File: config.mk
export PLATFORM = sky130hd
export DESIGN_NAME = swm_col_cell
export DESIGN_NICKNAME = d
export VERILOG_FILES = /design/src/rtl/swm_pkg.sv /design/src/rtl/swm_col_cell.sv
export SDC_FILE = /design/constraint.sdc
export NUM_CORES = 1
export LEC_CHECK = 0
export ABC_AREA = 1
export BUFFER_PORTS_ARGS = -buffer_cell sky130_fd_sc_hd__buf_2
export CAP_MARGIN = 20
export CORE_UTILIZATION = 24
export CTS_BUF_LIST = sky130_fd_sc_hd__clkbuf_4
export DETAILED_ROUTE_END_ITERATION = 12
export PLACE_DENSITY = 0.58
export RECOVER_POWER = 25
export SLEW_MARGIN = 20
export SYNTH_ARGS = -nofsm -noshare
export SYNTH_HDL_FRONTEND = slang
export SYNTH_SLANG_ARGS = --single-unit
File: constraint.sdc
create_clock -name i_clk -period 3.49 [get_ports i_clk]
set_input_delay 0.5235 -clock i_clk [delete_from_list [all_inputs] [get_ports i_clk]]
set_output_delay 0.5235 -clock i_clk [all_outputs]
set_load 0.005 [all_outputs]
File: src/rtl/swm_pkg.sv
`timescale 1ns / 1ps
package swm_pkg;

    localparam int PIXEL_BITS   = 32;
    localparam int MAX_WIDTH    = 1024;
    localparam int MAX_HEIGHT   = 1024;
    localparam int MAX_WIN_ROWS = 16;
    localparam int MAX_WIN_COLS = 16;

    localparam int COL_W      = $clog2(MAX_WIDTH);
    localparam int ROW_W      = $clog2(MAX_HEIGHT);
    localparam int ROW_SLOT_W = $clog2(MAX_WIN_ROWS);
    localparam int COL_SLOT_W = $clog2(MAX_WIN_COLS);
    localparam int GRID_CFG_W = 11;
    localparam int WIN_CFG_W  = 5;
    localparam int REG_ADDR_W = 4;
    localparam int APB_DATA_W = 32;

    // Register indexes on the configuration port
    typedef enum logic [1:0] {
        REG_GRID_WIDTH  = 2'd0,
        REG_GRID_HEIGHT = 2'd1,
        REG_WINDOW_ROWS = 2'd2,
        REG_WINDOW_COLS = 2'd3
    } t_reg_idx;

    // One pixel request as it travels down the cell chain
    typedef struct packed {
        logic                  valid;
        logic [PIXEL_BITS-1:0] px;
        logic [PIXEL_BITS-1:0] cm;      // running column minimum
        logic [PIXEL_BITS-1:0] hm;      // running window minimum
        logic [ROW_W-1:0]      row;
        logic [COL_W-1:0]      col;
        logic [ROW_SLOT_W-1:0] rslot;
        logic [COL_SLOT_W-1:0] cslot;
        logic [WIN_CFG_W-1:0]  wr;
        logic [WIN_CFG_W-1:0]  wc;
        logic                  vld_v;   // window rows complete
        logic                  vld_h;   // full window complete
        logic                  last;
    } t_rec;

    // Treat zero as one and saturate at hi
    function automatic logic [GRID_CFG_W-1:0] clamp_u(
        input logic [GRID_CFG_W-1:0] v,
        input logic [GRID_CFG_W-1:0] hi
    );
        logic [GRID_CFG_W-1:0] res;
        if (v == '0) begin
            res = GRID_CFG_W'(1);
        end else if (v > hi) begin
            res = hi;
        end else begin
            res = v;
        end
        return res;
    endfunction

endpackage

File: src/rtl/swm_col_cell.sv
`timescale 1ns / 1ps
module swm_col_cell
    import swm_pkg::*;
(
    input  logic                  i_clk,
    input  logic                  i_rst_n,
    input  logic                  i_adv,
    input  logic [COL_SLOT_W-1:0] i_slot,
    input  t_rec                  i_rec,
    output t_rec                  o_rec
);

    logic [PIXEL_BITS-1:0] r_cm;
    t_rec                  r_rec;
    logic                  r_vld;
    logic                  w_wen;
    logic [COL_SLOT_W-1:0] w_dist;
    logic                  w_inc;
    t_rec                  n_rec;

    assign w_wen  = i_rec.valid && i_rec.vld_v && (i_rec.cslot == i_slot);
    assign w_dist = i_rec.cslot - i_slot;
    assign w_inc  = i_rec.valid && i_rec.vld_h && (i_rec.cslot != i_slot)
                    && ({1'b0, w_dist} < i_rec.wc);

    // Fold this column minimum into the window minimum
    always_comb begin
        n_rec = i_rec;
        if (w_inc && (r_cm < i_rec.hm)) begin
            n_rec.hm = r_cm;
        end
    end

    // Hold the column minimum of this slot
    always_ff @(posedge i_clk) begin
        if (!i_rst_n) begin
            r_cm  <= '0;
            r_vld <= 1'b0;
        end else if (i_adv) begin
            r_vld <= i_rec.valid;
            if (w_wen) begin
                r_cm <= i_rec.cm;
            end
        end
    end

    always_ff @(posedge i_clk) begin
        if (i_adv) begin
            r_rec <= n_rec;
        end
    end

    always_comb begin
        o_rec       = r_rec;
        o_rec.valid = r_vld;
    end

endmodule

==> reports/summary.txt <==
detailed-route DRC error count = 0
Synth cell types = 26
routed len/inst = 15.0 µm
first-pass GRT wire length = 26.1 mm
initial antenna violation count = 5
HP Class = in2reg
outcome = finished with violations
RSZ-0062 raised after global routing = false
top post-synthesis cells by count = edfxtp_1 (137), nand2_1 (97), inv_1 (81)
FF+latch count, synth = 170
Post-Synthesis Cells = 550
syn nets = 733
Longest Clk Path Bufs = 2
Synth area leaders = edfxtp_1 (60%), dfxtp_1 (9.6%), ha_1 (6.8%)
# setup viols final = 0
Die Area = 0.0292 mm²
Synth Warn # = 0
Mean Syn Cell Area = 12.5 µm²
EDFF count, synth = 137
placer congestion estimate = 0.748
most instantiated library cell after synthesis = edfxtp_1
Sum Neg Setup Slack = 0 ps
Routed WL = 18.4 mm
Final nets = 1021
port bufs = 282
Pwr Density = 444 mW/mm²
Starting Density = 0.245
final std cells w/o fill = 1231
P_leak = 4.11 nW
CTS tree = done
Inst Count DP = 1197
placed cell areas = 0.00865 mm²
vias in the first global route = 4762
vias per cell = 4.06
final instance area = 0.00886 mm²
core area = 0.0279 mm²
max_cap viols = 1
Achievable Freq = 407 MHz
global-route usage over all layers = 0.124
Pre-antenna DRT Iters = 4
actual slew at the worst max-slew pin = 1930 ps
Crit Path Class = in2reg
Hold Startpoint = i_rec[96]
worst reg2reg startpoint = r_cm[31]$_SDFFE_PN0P_
largest net degree at the start of global routing = 139
DR vias = 5001
Setup Skew = 30.6 ps
failing checks = capacitance limit, slew limit
Power, Total = 3.93 mW
DPL Wire Length = 13.4 mm
Peak supply drop = 0.000143 V
fin. max-slew vios = 139
worst-skew pair later-pin latency = 570 ps
Setup Buffers After CTS = 0
Fin. Hold Viols = 0
period utilisation layout = 0.704
ys async rst share = 0
worst rel slew slack = -0.285
WP data required = 3820 ps
peak fanout along the critical path = 32
sequential cell area fraction in the yosys report = 0.697
Post-DRT Antenna Nets = 0
Area Growth Syn to Fin = 29.4%
CTS sink count = 170
Synth Flop Type = edfxtp_1
share of the synthesized area in the top cell type = 0.600
CP Launch Type = primary input
Ports = 283
cts bufs inserted = 17
die height = 171 µm
H-tree depth = 4
Reg clk slew, reported paths = 170 ps
Rows = 61
Tmin final = 2460 ps
Die W = 171 µm
GR Overflow Total = 0
mapped cell area = 0.00685 mm²
initial DRC count = 190
share of post-route cells with drive strength above 1 = 0.353
Crit. End Element = register
Yosys top cell by area = edfxtp_1
Worst EP arrival = 2790 ps
CTS Root Cell = clkbuf_4
cts hold-fix bufs = 0
Resize count post-CTS = 0
Critical Path Start = i_rec[13]
==> critical path, cell delays in order <==
cell and delay [ps]:
buf_2 100, inv_1 50, ha_1 130, inv_1 60, fa_1 370, xor2_1 170
ha_1 300, a21oi_1 130, o21ai_0 90, nor2_1 120, nand3_1 120, nor2_4 140
nand2_4 260, nand2_1 150, nand2_1 60
==> kinds of logic after synthesis <==
| logic type | after synthesis | share of synthesized area |
|---|---|---|
| flip-flops | 170 | 0.697 |
| XOR/XNOR | 3 | 0.00493 |
| AND/OR/NAND/NOR | 149 | 0.0948 |
| AO/OA/AOI/OAI | 90 | 0.0668 |
| adder cells (fa/ha/maj) | 38 | 0.0705 |
| buffers and inverters | 100 | 0.0663 |
==> cell usage in the layout, fill, tap and decap left out, types with 2 or more instances in the layout <==
master / count
dfxtp_1: 33
clkinv_1: 2
buf_4: 5
buf_2: 259
xor2_1: 2
nand2_1: 97
edfxtp_1: 137
nor3_1: 2
clkbuf_4: 19
a21oi_1: 50
nor2_1: 8
nand3_1: 35
clkinvlp_4: 4
o21ai_1: 28
inv_6: 4
clkinv_2: 2
diode_2: 2
clkbuf_1: 23
nand4_1: 3
o21ai_0: 9
ha_1: 37
inv_1: 81
==> power by group <==
part / switching, mW / leakage [nW] / internal (mW)
clock network: 0.741 / 0.131 / 0.364
registers: 0.0401 / 1.61 / 2.35
logic: 0.246 / 2.37 / 0.192
total: 1.03 / 4.11 / 2.91
==> flip-flops by register name, summed over array words and instances (netlist names) <==
| register | cells |
|---|---|
| o_rec | 137 |
| r_cm | 32 |
| r_vld | 1 |
==> area by class of cell <==
type	count	area [µm²]
Antenna cell	2	5.00
Clock buffer	18	135
Clock inverter	14	121
Fill cell	2896	19100
Inverter	81	304
Multi-Input combinational cell	280	1620
Sequential cell	170	4770
Tap cell	378	473
Timing Repair Buffer	288	1430
==> final timing paths <==
path | depth (start not counted) | slack (ps) | to
worst max-delay path | 15 | 1030 | o_rec[50]$_DFFE_PP_
worst min register to register | 2 | 490 | r_vld$_SDFFE_PN0P_
worst max register to register | 9 | 1180 | o_rec[50]$_DFFE_PP_
worst min-delay path | 1 | 120 | o_rec[96]$_DFFE_PP_
==> per-layer routing <==
| layer | global-route usage | part of all wire |
|---|---|---|
| met4 | 0.0423 | 0.013 |
| met1 | 0.132 | 0.38 |
| met5 | 0 | 0.0028 |
| met2 | 0.226 | 0.51 |
| met3 | 0.0423 | 0.086 |
==> stage by stage <==
stage / setup WS [ps] / util / hold WS [ps]
6_report: 1030 / 0.317 / 122
3_3_place_gp: 509 / 0.310 / 468
2_1_floorplan: 795 / - / 448
4_1_cts: 1060 / 0.319 / 22.1
5_1_grt: 961 / 0.317 / 30.3
3_5_place_dp: 429 / 0.310 / 477
Power figures use the tool's default switching activity.
